### src/rtl/delta_list_task_scheduler_defines.svh
// Assertion macros shared by the delta list scheduler.
`ifndef DELTA_LIST_TASK_SCHEDULER_DEFINES_SVH
`define DELTA_LIST_TASK_SCHEDULER_DEFINES_SVH
// Checks that a property holds on every clock edge outside reset.
`define DLTS_ASSERT(label, clk, rst_n, prop, msg) \
	label: assert property (@(posedge clk) disable iff (!rst_n) (prop)) else $error(msg);
// Checks that a condition never holds on a clock edge outside reset.
`define DLTS_NEVER(label, clk, rst_n, cond, msg) \
	label: assert property (@(posedge clk) disable iff (!rst_n) !(cond)) else $error(msg);
`endif

### src/rtl/dlts_pkg.sv
// Package with types and constants of the delta list scheduler.
package dlts_pkg;
	localparam int MaxTasks = 16;
	localparam int DelayBits = 16;
	localparam int SlotBits = $clog2(MaxTasks);
	localparam int CountBits = $clog2(MaxTasks + 1);
	localparam int ResultCap = 16;
	localparam int ResBits = $clog2(ResultCap + 1);

	typedef logic [1:0] cmd_t;
	localparam cmd_t CmdTick = 2'd0;
	localparam cmd_t CmdAdd = 2'd1;
	localparam cmd_t CmdDel = 2'd2;
	localparam cmd_t CmdDisp = 2'd3;

	typedef logic [1:0] stat_t;
	localparam stat_t StOk = 2'd0;
	localparam stat_t StFull = 2'd1;
	localparam stat_t StNotFound = 2'd2;
	localparam stat_t StNone = 2'd3;

	typedef struct packed {
		logic [1:0] command;
		logic [7:0] task_handle;
		logic [15:0] delay;
		logic [15:0] period;
		logic [7:0] task_id;
	} in_item_t;

	typedef struct packed {
		logic [1:0] status;
		logic [7:0] out_handle;
		logic [7:0] out_id;
		logic last;
	} out_item_t;

	typedef struct packed {
		logic [DelayBits-1:0] delta;
		logic [DelayBits-1:0] period;
		logic [7:0] id;
		logic [7:0] handle;
		logic [SlotBits-1:0] link;
	} entry_t;

	typedef struct packed {
		logic re;
		logic [SlotBits-1:0] raddr;
		logic we;
		logic [SlotBits-1:0] waddr;
		entry_t wdata;
	} mem_req_t;

	typedef enum logic [3:0] {
		S_IDLE, S_TICK_RD, S_TICK_WR,
		S_ADD_RD, S_ADD_CHK, S_ADD_WR, S_ADD_FIX,
		S_DEL_RD, S_DEL_CHK, S_DEL_NXT, S_DEL_FIX,
		S_DIS_RD, S_DIS_CHK, S_DIS_NXT, S_DIS_FIX, S_DONE
	} state_t;
endpackage

### src/rtl/delta_list_task_scheduler.sv
// Top level of the delta list timer scheduler; one command is processed at a time.
// Add and delete walk the list one entry at a time; dispatch takes each due task off the head
// and re-adds each periodic one by an add walk. The final strobe starts in the cycle after the
// sequencer goes idle, and the next command is taken in the cycle after it ends; the receiver
// cannot stall. Reset empties the list: head, count and ID counter clear, every slot is free.
module delta_list_task_scheduler (
	input logic clk,
	input logic arst_n,
	input logic start,
	input dlts_pkg::in_item_t cmd_in,
	output logic busy,
	output logic done,
	output dlts_pkg::out_item_t result
);
	// Memory request and read data between the sequencer and the slot memory.
	dlts_pkg::mem_req_t req;
	dlts_pkg::entry_t rdata;
	dlts_pkg::out_item_t raw_res;
	logic raw_done;
	logic ctrl_busy;
	logic ctrl_busy_q;
	// High in the cycle after the sequencer finished a dispatch that sent due tasks.
	logic fin;
	// Dispatch results are held back one strobe so the final one can carry last.
	dlts_pkg::out_item_t hold_q;
	logic hold_v_q;
	logic done_q;
	dlts_pkg::out_item_t res_q;

	dlts_mem u_mem (
		.clk(clk),
		.req(req),
		.rdata(rdata)
	);

	// The sequencer only sees a start when this level accepts the transaction.
	dlts_ctrl u_ctrl (
		.clk(clk),
		.arst_n(arst_n),
		.start(start && !busy),
		.cmd_in(cmd_in),
		.busy(ctrl_busy),
		.done(raw_done),
		.result(raw_res),
		.req(req),
		.rdata(rdata)
	);

	assign fin = ctrl_busy_q && !ctrl_busy && hold_v_q;

	always_ff @(posedge clk or negedge arst_n) begin
		if (!arst_n) begin
			ctrl_busy_q <= 1'b0;
			hold_v_q <= 1'b0;
			done_q <= 1'b0;
		end else begin
			ctrl_busy_q <= ctrl_busy;
			// A due task pushes out the one held before it; a closing result passes
			// straight through; the end of a dispatch flushes the held one as last.
			done_q <= (raw_done && (raw_res.last || hold_v_q)) || fin;
			if (raw_done && !raw_res.last) begin
				hold_v_q <= 1'b1;
			end else if (fin) begin
				hold_v_q <= 1'b0;
			end
		end
	end

	always_ff @(posedge clk) begin
		if (raw_done && !raw_res.last) begin
			hold_q <= raw_res;
		end
		priority if (raw_done && raw_res.last) begin
			res_q <= raw_res;
		end else if (raw_done && hold_v_q) begin
			res_q <= hold_q;
		end else if (fin) begin
			res_q <= '{status: hold_q.status, out_handle: hold_q.out_handle,
				out_id: hold_q.out_id, last: 1'b1};
		end
	end

	// Busy covers the walk and every result of the transaction still on its way out.
	assign busy = ctrl_busy || raw_done || hold_v_q || done_q;
	assign done = done_q;
	assign result = res_q;
endmodule

### src/rtl/dlts_mem.sv
// Slot memory holding one list entry per slot, with registered read data.
module dlts_mem (
	input logic clk,
	input dlts_pkg::mem_req_t req,
	output dlts_pkg::entry_t rdata
);
	dlts_pkg::entry_t mem [dlts_pkg::MaxTasks];

	always_ff @(posedge clk) begin
		if (req.we) begin
			mem[req.waddr] <= req.wdata;
		end
		if (req.re) begin
			rdata <= mem[req.raddr];
		end
	end
endmodule

### src/rtl/dlts_ctrl.sv
// Sequencer that walks the delta list for every command but tick, which only touches the head.
`include "delta_list_task_scheduler_defines.svh"
module dlts_ctrl (
	input logic clk,
	input logic arst_n,
	input logic start,
	input dlts_pkg::in_item_t cmd_in,
	output logic busy,
	output logic done,
	output dlts_pkg::out_item_t result,
	output dlts_pkg::mem_req_t req,
	input dlts_pkg::entry_t rdata
);
	localparam int SB = dlts_pkg::SlotBits;
	localparam int CB = dlts_pkg::CountBits;
	localparam int DB = dlts_pkg::DelayBits;
	localparam logic [DB-1:0] DMax = {DB{1'b1}};

	dlts_pkg::state_t state_q, state_d;
	dlts_pkg::in_item_t item_q;
	logic [SB-1:0] head_q, cur_q, prev_q, slot_q;
	logic [CB-1:0] count_q, k_q;
	logic [dlts_pkg::MaxTasks-1:0] free_q;
	logic [7:0] idc_q;
	logic has_prev_q;
	logic [DB-1:0] d_q;
	logic [DB-1:0] cur_delta_q;
	dlts_pkg::entry_t ent_q;
	logic [dlts_pkg::ResBits-1:0] n_q;
	logic requeue_q;
	dlts_pkg::out_item_t res_q;
	logic done_q;

	// Lowest free slot.
	logic [SB-1:0] free_slot;
	always_comb begin
		free_slot = '0;
		for (int i = dlts_pkg::MaxTasks - 1; i >= 0; i--) begin
			if (free_q[i]) begin
				free_slot = SB'(i);
			end
		end
	end

	logic [DB:0] fold_sum;
	assign fold_sum = {1'b0, rdata.delta} + {1'b0, cur_delta_q};

	assign busy = (state_q != dlts_pkg::S_IDLE);
	assign done = done_q;
	assign result = res_q;

	always_ff @(posedge clk or negedge arst_n) begin
		if (!arst_n) begin
			state_q <= dlts_pkg::S_IDLE;
		end else begin
			state_q <= state_d;
		end
	end

	always_comb begin
		state_d = state_q;
		req = '0;
		unique case (state_q)
			dlts_pkg::S_IDLE: begin
				if (start) begin
					unique case (cmd_in.command)
						dlts_pkg::CmdTick: state_d = dlts_pkg::S_TICK_RD;
						dlts_pkg::CmdAdd: state_d = dlts_pkg::S_ADD_RD;
						dlts_pkg::CmdDel: state_d = dlts_pkg::S_DEL_RD;
						default: state_d = dlts_pkg::S_DIS_RD;
					endcase
				end
			end
			dlts_pkg::S_TICK_RD: begin
				req.re = 1'b1;
				req.raddr = head_q;
				state_d = dlts_pkg::S_TICK_WR;
			end
			dlts_pkg::S_TICK_WR: begin
				if (count_q != '0 && rdata.delta != '0) begin
					req.we = 1'b1;
					req.waddr = head_q;
					req.wdata = rdata;
					req.wdata.delta = rdata.delta - 1'b1;
				end
				state_d = dlts_pkg::S_DONE;
			end
			dlts_pkg::S_ADD_RD: begin
				if (count_q == CB'(dlts_pkg::MaxTasks)) begin
					state_d = dlts_pkg::S_DONE;
				end else if (k_q < count_q) begin
					req.re = 1'b1;
					req.raddr = cur_q;
					state_d = dlts_pkg::S_ADD_CHK;
				end else begin
					state_d = dlts_pkg::S_ADD_WR;
				end
			end
			dlts_pkg::S_ADD_CHK: begin
				if (d_q >= rdata.delta) begin
					state_d = dlts_pkg::S_ADD_RD;
				end else begin
					// Successor keeps its slot; its delta shrinks by the new delta.
					req.we = 1'b1;
					req.waddr = cur_q;
					req.wdata = rdata;
					req.wdata.delta = rdata.delta - d_q;
					state_d = dlts_pkg::S_ADD_WR;
				end
			end
			dlts_pkg::S_ADD_WR: begin
				req.we = 1'b1;
				req.waddr = free_slot;
				req.wdata.delta = d_q;
				req.wdata.period = ent_q.period;
				req.wdata.id = ent_q.id;
				req.wdata.handle = ent_q.handle;
				req.wdata.link = (k_q < count_q) ? cur_q : '0;
				if (has_prev_q) begin
					req.re = 1'b1;
					req.raddr = prev_q;
					state_d = dlts_pkg::S_ADD_FIX;
				end else begin
					state_d = requeue_q ? dlts_pkg::S_DIS_RD : dlts_pkg::S_DONE;
				end
			end
			dlts_pkg::S_ADD_FIX: begin
				req.we = 1'b1;
				req.waddr = prev_q;
				req.wdata = rdata;
				req.wdata.link = slot_q;
				state_d = requeue_q ? dlts_pkg::S_DIS_RD : dlts_pkg::S_DONE;
			end
			dlts_pkg::S_DEL_RD: begin
				if (k_q < count_q) begin
					req.re = 1'b1;
					req.raddr = cur_q;
					state_d = dlts_pkg::S_DEL_CHK;
				end else begin
					state_d = dlts_pkg::S_DONE;
				end
			end
			dlts_pkg::S_DEL_CHK: begin
				if (rdata.id == item_q.task_id) begin
					if (has_prev_q) begin
						req.re = 1'b1;
						req.raddr = prev_q;
						state_d = dlts_pkg::S_DEL_NXT;
					end else if (k_q + 1'b1 < count_q) begin
						req.re = 1'b1;
						req.raddr = rdata.link;
						state_d = dlts_pkg::S_DEL_FIX;
					end else begin
						state_d = dlts_pkg::S_DONE;
					end
				end else begin
					state_d = dlts_pkg::S_DEL_RD;
				end
			end
			dlts_pkg::S_DEL_NXT: begin
				req.we = 1'b1;
				req.waddr = prev_q;
				req.wdata = rdata;
				req.wdata.link = slot_q;
				// The count already dropped, so a successor exists while k is below it.
				if (k_q < count_q) begin
					req.re = 1'b1;
					req.raddr = slot_q;
					state_d = dlts_pkg::S_DEL_FIX;
				end else begin
					state_d = dlts_pkg::S_DONE;
				end
			end
			dlts_pkg::S_DEL_FIX: begin
				req.we = 1'b1;
				req.waddr = slot_q;
				req.wdata = rdata;
				req.wdata.delta = fold_sum[DB] ? DMax : fold_sum[DB-1:0];
				state_d = dlts_pkg::S_DONE;
			end
			dlts_pkg::S_DIS_RD: begin
				if (n_q == dlts_pkg::ResBits'(dlts_pkg::ResultCap) || count_q == '0) begin
					state_d = dlts_pkg::S_DONE;
				end else begin
					req.re = 1'b1;
					req.raddr = head_q;
					state_d = dlts_pkg::S_DIS_CHK;
				end
			end
			dlts_pkg::S_DIS_CHK: begin
				if (rdata.delta != '0) begin
					state_d = dlts_pkg::S_DONE;
				end else if (count_q > CB'(1)) begin
					req.re = 1'b1;
					req.raddr = rdata.link;
					state_d = dlts_pkg::S_DIS_FIX;
				end else begin
					state_d = dlts_pkg::S_DIS_NXT;
				end
			end
			dlts_pkg::S_DIS_FIX: begin
				req.we = 1'b1;
				req.waddr = slot_q;
				req.wdata = rdata;
				req.wdata.delta = fold_sum[DB] ? DMax : fold_sum[DB-1:0];
				state_d = dlts_pkg::S_DIS_NXT;
			end
			dlts_pkg::S_DIS_NXT: begin
				state_d = (ent_q.period != '0) ? dlts_pkg::S_ADD_RD : dlts_pkg::S_DIS_RD;
			end
			default: begin
				state_d = dlts_pkg::S_IDLE;
			end
		endcase
	end

	// A strobe for every due task, and a closing one unless due tasks were sent.
	always_ff @(posedge clk or negedge arst_n) begin
		if (!arst_n) begin
			done_q <= 1'b0;
		end else begin
			done_q <= (state_q == dlts_pkg::S_DIS_CHK && rdata.delta == '0) ||
				(state_q == dlts_pkg::S_DONE &&
				!(item_q.command == dlts_pkg::CmdDisp && n_q != '0));
		end
	end

	always_ff @(posedge clk or negedge arst_n) begin
		if (!arst_n) begin
			head_q <= '0;
			count_q <= '0;
			free_q <= '1;
			idc_q <= '0;
			requeue_q <= 1'b0;
		end else begin
			unique case (state_q)
				dlts_pkg::S_IDLE: begin
					if (start) begin
						item_q <= cmd_in;
						k_q <= '0;
						cur_q <= head_q;
						has_prev_q <= 1'b0;
						n_q <= '0;
						requeue_q <= 1'b0;
						res_q <= '{
							status: (cmd_in.command == dlts_pkg::CmdDel) ?
								dlts_pkg::StNotFound :
								(cmd_in.command == dlts_pkg::CmdAdd &&
								count_q == CB'(dlts_pkg::MaxTasks)) ?
								dlts_pkg::StFull : dlts_pkg::StOk,
							out_handle: 8'd0,
							out_id: (cmd_in.command == dlts_pkg::CmdAdd) ? idc_q + 8'd1 :
								(cmd_in.command == dlts_pkg::CmdDel) ? cmd_in.task_id :
								8'd0,
							last: 1'b0};
						d_q <= cmd_in.delay;
						ent_q.period <= cmd_in.period;
						ent_q.handle <= cmd_in.task_handle;
						ent_q.id <= idc_q + 8'd1;
						if (cmd_in.command == dlts_pkg::CmdAdd) begin
							idc_q <= idc_q + 8'd1;
						end
					end
				end
				dlts_pkg::S_ADD_CHK: begin
					if (d_q >= rdata.delta) begin
						d_q <= d_q - rdata.delta;
						prev_q <= cur_q;
						has_prev_q <= 1'b1;
						cur_q <= rdata.link;
						k_q <= k_q + 1'b1;
					end
				end
				dlts_pkg::S_ADD_WR: begin
					slot_q <= free_slot;
					free_q[free_slot] <= 1'b0;
					count_q <= count_q + 1'b1;
					if (!has_prev_q) begin
						head_q <= free_slot;
					end
				end
				dlts_pkg::S_DEL_CHK: begin
					if (rdata.id == item_q.task_id) begin
						res_q.status <= dlts_pkg::StOk;
						slot_q <= rdata.link;
						cur_delta_q <= rdata.delta;
						free_q[cur_q] <= 1'b1;
						count_q <= count_q - 1'b1;
						if (!has_prev_q) begin
							head_q <= (count_q == CB'(1)) ? '0 : rdata.link;
						end
					end else begin
						prev_q <= cur_q;
						has_prev_q <= 1'b1;
						cur_q <= rdata.link;
						k_q <= k_q + 1'b1;
					end
				end
				dlts_pkg::S_DEL_NXT: begin
					if (count_q == '0) begin
						head_q <= '0;
					end
				end
				dlts_pkg::S_DIS_CHK: begin
					if (rdata.delta == '0) begin
						slot_q <= rdata.link;
						cur_delta_q <= rdata.delta;
						free_q[head_q] <= 1'b1;
						count_q <= count_q - 1'b1;
						head_q <= (count_q == CB'(1)) ? '0 : rdata.link;
						ent_q.period <= rdata.period;
						ent_q.handle <= rdata.handle;
						d_q <= rdata.period;
						res_q <= '{status: dlts_pkg::StOk, out_handle: rdata.handle,
							out_id: rdata.id, last: 1'b0};
						n_q <= n_q + 1'b1;
					end
				end
				dlts_pkg::S_DIS_NXT: begin
					if (ent_q.period != '0) begin
						idc_q <= idc_q + 8'd1;
						ent_q.id <= idc_q + 8'd1;
						requeue_q <= 1'b1;
						k_q <= '0;
						cur_q <= head_q;
						has_prev_q <= 1'b0;
					end
				end
				dlts_pkg::S_DONE: begin
					if (item_q.command == dlts_pkg::CmdDisp && n_q == '0) begin
						res_q <= '{status: dlts_pkg::StNone, out_handle: 8'd0,
							out_id: 8'd0, last: 1'b1};
					end else begin
						res_q.last <= 1'b1;
					end
				end
				default: begin
				end
			endcase
		end
	end

	`DLTS_ASSERT(a_count_range, clk, arst_n, count_q <= CB'(dlts_pkg::MaxTasks), "task count overflow")
	`DLTS_ASSERT(a_done_busy, clk, arst_n, (state_q == dlts_pkg::S_IDLE) |-> !done_q || $past(state_q) == dlts_pkg::S_DONE, "stray result")
	`DLTS_ASSERT(a_no_write_idle, clk, arst_n, (state_q == dlts_pkg::S_IDLE) |-> !req.we, "write while idle")
	`DLTS_NEVER(a_empty_head, clk, arst_n, count_q == '0 && head_q != '0, "head kept on empty list")
endmodule

### config.mk
export PLATFORM = sky130hd
export DESIGN_NAME = delta_list_task_scheduler
export DESIGN_NICKNAME = d
export VERILOG_FILES = /design/src/rtl/dlts_pkg.sv /design/src/rtl/delta_list_task_scheduler.sv /design/src/rtl/dlts_mem.sv /design/src/rtl/dlts_ctrl.sv
export VERILOG_INCLUDE_DIRS = /design/src /design/src/rtl
export SDC_FILE = /design/constraint.sdc
export NUM_CORES = 2
export LEC_CHECK = 0
export BUFFER_PORTS_ARGS = -buffer_cell sky130_fd_sc_hd__buf_4
export CAP_MARGIN = 30
export CORE_MARGIN = 2
export CORE_UTILIZATION = 55
export DETAILED_ROUTE_END_ITERATION = 8
export GPL_TIMING_DRIVEN = 0
export PLACE_DENSITY_LB_ADDON = 0.2
export SLEW_MARGIN = 40
export SYNTH_ARGS = -nofsm -noshare
export SYNTH_HDL_FRONTEND = slang
export SYNTH_SLANG_ARGS = --single-unit
### constraint.sdc
create_clock -name clk -period 11.6 [get_ports clk]
set_clock_uncertainty 0.05 [all_clocks]
set_input_delay 1.16 -clock clk [delete_from_list [all_inputs] [get_ports clk]]
set_output_delay 1.16 -clock clk [all_outputs]
set_load 0.05 [all_outputs]
# After elaboration in Yosys (flattened, before gate mapping)
# Memories as Yosys holds them, arrays and structs flattened. A register that Yosys moved wholly into a read port is not among the register bits.
# Cells that the tools add are included.
# W data, S select, Z words.
# totals
regBits	196
mem_bits_rw	832
input_bits	53
out_inout_bits	21
wordCells	285
n_memories	1
# memory_table
memory	depth	word_bits	rd	rd_clocked_by_memory_dff	wr	line	text
u_mem.mem	16	52	1	1	1	dlts_mem.sv:7	dlts_pkg::entry_t mem [dlts_pkg::MaxTasks];
# op_classes
n_addsub	9
order_cmp	10
n_eq_ne	33
muxes	126
bitwise_logic	4
n_reduce_logical	67
# ops
cell	count
$pmux W57 S5	1
$mux W4	38
$mux W16	8
$mux W57	2
$pmux W16 S3	2
$mux W19	5
$mux W5	17
$pmux W16 S2	2
$pmux W4 S14	1
$pmux W17 S3	1
$mux W8	6
$pmux W8 S2	3
$pmux W5 S8	1
$eq A4 B4 Y1 const B	8
$mux W32	1
$or A16 B16 Y16	2
$pmux W4 S4	2
$reduce_bool A16 Y1	2
$sub A16 B16 Y16	2
$reduce_and A4 Y1	7
$pmux W4 S3	2
$pmux W5 S4	1
$mux W18	1
$reduce_and A6 Y1	3
other kinds (46)	131

# Logic depth before layout (Yosys ltp)
# logic_depth
ltp_word	23
depth_mapped	14
ltp_nobuf	12

# Hierarchy
# A second synthesis with hierarchy kept.
# unflattened
cells_unflattened	2683
hier_area_um2	45662.5
# modules_own_cells
module	n_inst	cells_each	area_each_um2	seq_area_each_um2
dlts_mem	1	1344	32737.6	26545.5
dlts_ctrl	1	1267	11380.9	4479.3
delta_list_task_scheduler	1	72	1544.0	1216.2

# Worst setup path after synthesis
# No wires, ideal clock.
# synth_path
kind	reg2reg
start	register u_mem.rdata[37] (netlist name)
end	memory u_mem.mem[3][0] (netlist name), enable pin
setup_time_ps	590
arrival_ps	7630
t_required_ps	10960
setup_slack_ps	3330
path_stages_with_launch	12
n_path_buf	1
period_less_slack_ps	8270
cell_sequence	edfxtp_1 -> inv_1 -> fa_1 -> a21o_1 -> a21oi_1 -> o21ai_0 -> a21o_1 -> o21ai_1 -> and3_1 -> clkbuf_1 -> a21oi_1 -> nor4_1
# synth_between
elab_chain_cells	6
elab_cells_between_ends	8
cone_classes	order compare: 1; mux: 5; reduce/logical: 2
# synth_lines
element	line	text
parallel branches: the longest is 3 deep, another holds $ge A16 B16 Y1	--	
$pmux W57 S5 *	dlts_ctrl.sv:63	unique case (state_q)
$mux W1	dlts_mem.sv:10	if (req.we) begin
$mux W1 (not written as such)	dlts_mem.sv:11	mem[req.waddr] <= req.wdata;
to (decl)	dlts_mem.sv:7	
# Mark *: on every way between the ends.

# Worst setup path in the final report
# layout_path
start	register u_mem.rdata[44] (netlist name)
end	memory u_mem.mem[3][15] (netlist name), enable pin
# layout_between
elab_chain_cells	6
elab_cells_between_ends	8
cone_classes	order compare: 1; mux: 5; reduce/logical: 2
# layout_lines
element	line
parallel branches: the longest is 3 deep, another holds $ge A16 B16 Y1	--
$pmux W57 S5 *	dlts_ctrl.sv:63
$mux W1	dlts_mem.sv:10
$mux W1 (not written as such)	dlts_mem.sv:11
# Marks and branches as above.

==> flow_summary.toml <==
[clocking]
cts-htree-levels = 3
clk_pin_slew_ps = 60
cts-buffers-inserted = 107
cts_sinks = 1080
post-cts-setup-buffers = 0
clockRootBuffer = "clkbuf_16"
ctsResizeCount = 0
clockBufferDepth = 3
cts_tree = "yes"
clock_latency_ps = 710
holdBufCountCts = 0

[routing]
post_drt_wl_per_cell_um = 28.2
wirelength_um = 136000
drt_iter0_drc = 4000
antenna_left = 0
viasPerCell = 6.54
vias = 31500
drc = 0
firstDrtPassIters = 6

[logic_synthesis]
synth.most_common_cell = "edfxtp_1"
syn_nets = 3394
synth_top_cells_by_area = "edfxtp_1, mux2_2, nand2_1, a221oi_1, ha_1"
ys_top_cells_by_count = "edfxtp_1, nand2_1, mux2_2"
synth-seq-cells = 1080
ys_types = 89
yosys.area.top_type_share = 0.654
async_reset_ff_frac = 0.0389
syn_avg_cell_area_um2 = 14.5
synthCells = 3275
synth_top_area_cell = "edfxtp_1"
yosysWarningCount = 0
ys_seq_area_frac = 0.677
synth_area_um2 = 47600
synth_edf_count = 1038
synthFlopType = "edfxtp_1"

[run_status]
status = "complete, no violations"

[floorplanning]
num_rows = 107
die_h_um = 298
fp.dieW_um = 298
die-area_um2 = 89000
start_util = 0.557
io_pins = 74
core_area_um2 = 85500

[worst_setup_path]
required_ps = 11940
crit_path_end_kind = "flip-flop"
critical_path_arrival_ps = 6380
rrSetupSlack_ps = 5560
crit_fanout = 10
criticalPathCategory = "flip-flop to flip-flop"
start_kind = "flip-flop"

[global_route]
top_usage_layer = "met2"
grt_max_degree = 48
antenna_found_initial = 7
grt.met2_usage = 0.465
grt_pass1_wl_um = 199000
grt_pass1_vias = 31200
grt_use_total = 0.301
met1_usage = 0.423
globalRouteOverflowTotal = 0
met3_usage = 0.0629

[final_layout]
final_cell_area_um2 = 54800
syn_to_final_growth_pct = 15.0
drive_gt1_frac = 0.220
fin_cells = 4809
num-fill-cells = 6093
nets = 3698

[sta]
rsz0062_at_grt = "no"
period_share = 0.520
worst_pin_slew_ps = 889
drv_slew = 0
finalHoldViolCount = 0
setup_viol = 0
period_minus_slack_ps = 6040
fmax_mhz = 166
maxSlewHeadroom = 0.407

[placement]
dp_cells = 4613
port-buffer-count = 73
gp_congestion = 0.922
placed_cell_area_um2 = 51300
dp_hpwl_um = 97800

[min_path]
hp-class = "flip-flop to flip-flop"

[pwr]
powerDensity_nw_per_um2 = 305
power_leakage_nw = 18.9
vdd_drop_max_v = 0.000186

[job]
cap_violations = 0
-- logic make-up after synthesis --
kind of cell / share of synthesized area
fa+ha+maj: 0.0178
simple gates: 0.0911
xor+xnor: 0.0121
mux: 0.0657
flops: 0.677
compound gates: 0.112
buf+inv: 0.0244
-- cells in the final DEF (no fill, tap or decap), types with 16 or more instances in the layout --
| cell type | synthesis | layout |
|---|---|---|
| a21o_1 | 30 | 30 |
| a21oi_1 | 76 | 76 |
| a221oi_1 | 116 | 116 |
| a22o_1 | 38 | 38 |
| a22oi_1 | 16 | 16 |
| a31oi_1 | 19 | 19 |
| a32o_1 | 55 | 55 |
| and2_1 | 23 | 22 |
| and3_1 | 115 | 115 |
| buf_16 | 0 | 25 |
| buf_2 | 69 | 113 |
| buf_4 | 10 | 123 |
| clkbuf_1 | 117 | 126 |
| clkbuf_16 | 0 | 107 |
| clkinv_1 | 0 | 23 |
| clkinv_2 | 0 | 19 |
| dfrtp_1 | 26 | 26 |
| dfstp_2 | 16 | 16 |
| edfxtp_1 | 1038 | 1038 |
| ha_1 | 63 | 63 |
| inv_1 | 70 | 70 |
| mux2_2 | 228 | 228 |
| mux2i_1 | 56 | 56 |
| nand2_1 | 275 | 274 |
| nand3_1 | 39 | 38 |
| nand4_1 | 18 | 18 |
| nor2_1 | 83 | 74 |
| nor2b_1 | 20 | 18 |
| nor3_1 | 48 | 38 |
| nor4b_2 | 52 | 52 |
| o21ai_0 | 139 | 134 |
| o22ai_1 | 119 | 119 |
| xnor2_1 | 47 | 47 |
| xor2_1 | 19 | 19 |
-- registers in the layout, summed over array words and instances, names as in the netlist, 4 cells and up --
name / flops
u_ctrl.count_q: 5
u_ctrl.slot_q: 4
u_ctrl.prev_q: 4
u_ctrl.idc_q: 8
result: 19
u_ctrl.cur_q: 4
u_ctrl.n_q: 5
u_ctrl.cur_delta_q: 16
hold_q: 19
u_ctrl.free_q: 16
u_mem.mem: 832
u_ctrl.state_q: 4
u_ctrl.ent_q: 32
u_ctrl.head_q: 4
u_mem.rdata: 52
u_ctrl.item_q: 10
u_ctrl.result: 19
u_ctrl.k_q: 5
u_ctrl.d_q: 16
-- routing by layer --
metal | vias up | share of wire
li1 | 13600 | -
met5 | - | 0.00019
met1 | 15800 | 0.41
met3 | 295 | 0.10
met2 | 1758 | 0.45
met4 | 4 | 0.037
-- worst paths after layout --
kind                                 start                end  cells after the start
setup / recovery           u_mem.rdata[44]   u_mem.mem[3][15]                     19
hold / removal             u_ctrl.cur_q[3]   u_ctrl.prev_q[3]                      0
setup reg to reg           u_mem.rdata[44]   u_mem.mem[3][15]                     19
hold reg to reg            u_ctrl.cur_q[3]   u_ctrl.prev_q[3]                      0
max in group asynchronous           arst_n  u_ctrl.count_q[4]                      1
min in group asynchronous           arst_n               done                      1
-- metrics by stage --
step / setup TNS [ps] / total power, mW / worst slack [ps] / util / hold slack (ps)
finish: 0 / 16.7 / 5560 / 0.641 / 397
global route: 0 / 17.4 / 5290 / 0.641 / 404
CTS: 0 / 16.6 / 5390 / 0.640 / 396
detailed placement: 0 / 13.2 / 5430 / 0.599 / 379
global placement: -214050 / 12.7 / -3040 / 0.580 / 377
floorplan: 0 / 10.6 / 3330 / - / 372
-- where the power goes --
group	leakage [nW]	internal, mW	switching [mW]
combinational	7.21	2.26	4.52
clock	1.66	1.88	1.49
sequential	10.1	6.13	0.449
-- cell type report --
class | count | area [um2] | share of cell area
flip-flops and latches | 1080 | 32200 | 0.588
repair buffers | 195 | 1950 | 0.0355
clock inverters | 67 | 643 | 0.0117
inverters | 71 | 267 | 0.00486
multi-input cells | 1920 | 14600 | 0.266
diodes | 1 | 2.50 | 0.0000457
clock buffers | 127 | 2790 | 0.0510
well taps | 1144 | 1430 | 0.0261
plain buffers | 204 | 906 | 0.0165
-- critical path, stage by stage, from the launching register on --
cell,delay [ps]
edfxtp_1,450
clkbuf_1,280
inv_1,190
ha_1,330
clkbuf_1,440
nand3_1,260
nor4_1,440
o21bai_1,200
o21ai_1,250
nand3_1,560
o21ai_0,390
nor4_2,230
buf_2,220
buf_4,190
buf_2,210
buf_2,220
buf_2,210
buf_2,210
buf_2,210
buf_2,190
Power figures use the tool's default switching activity.
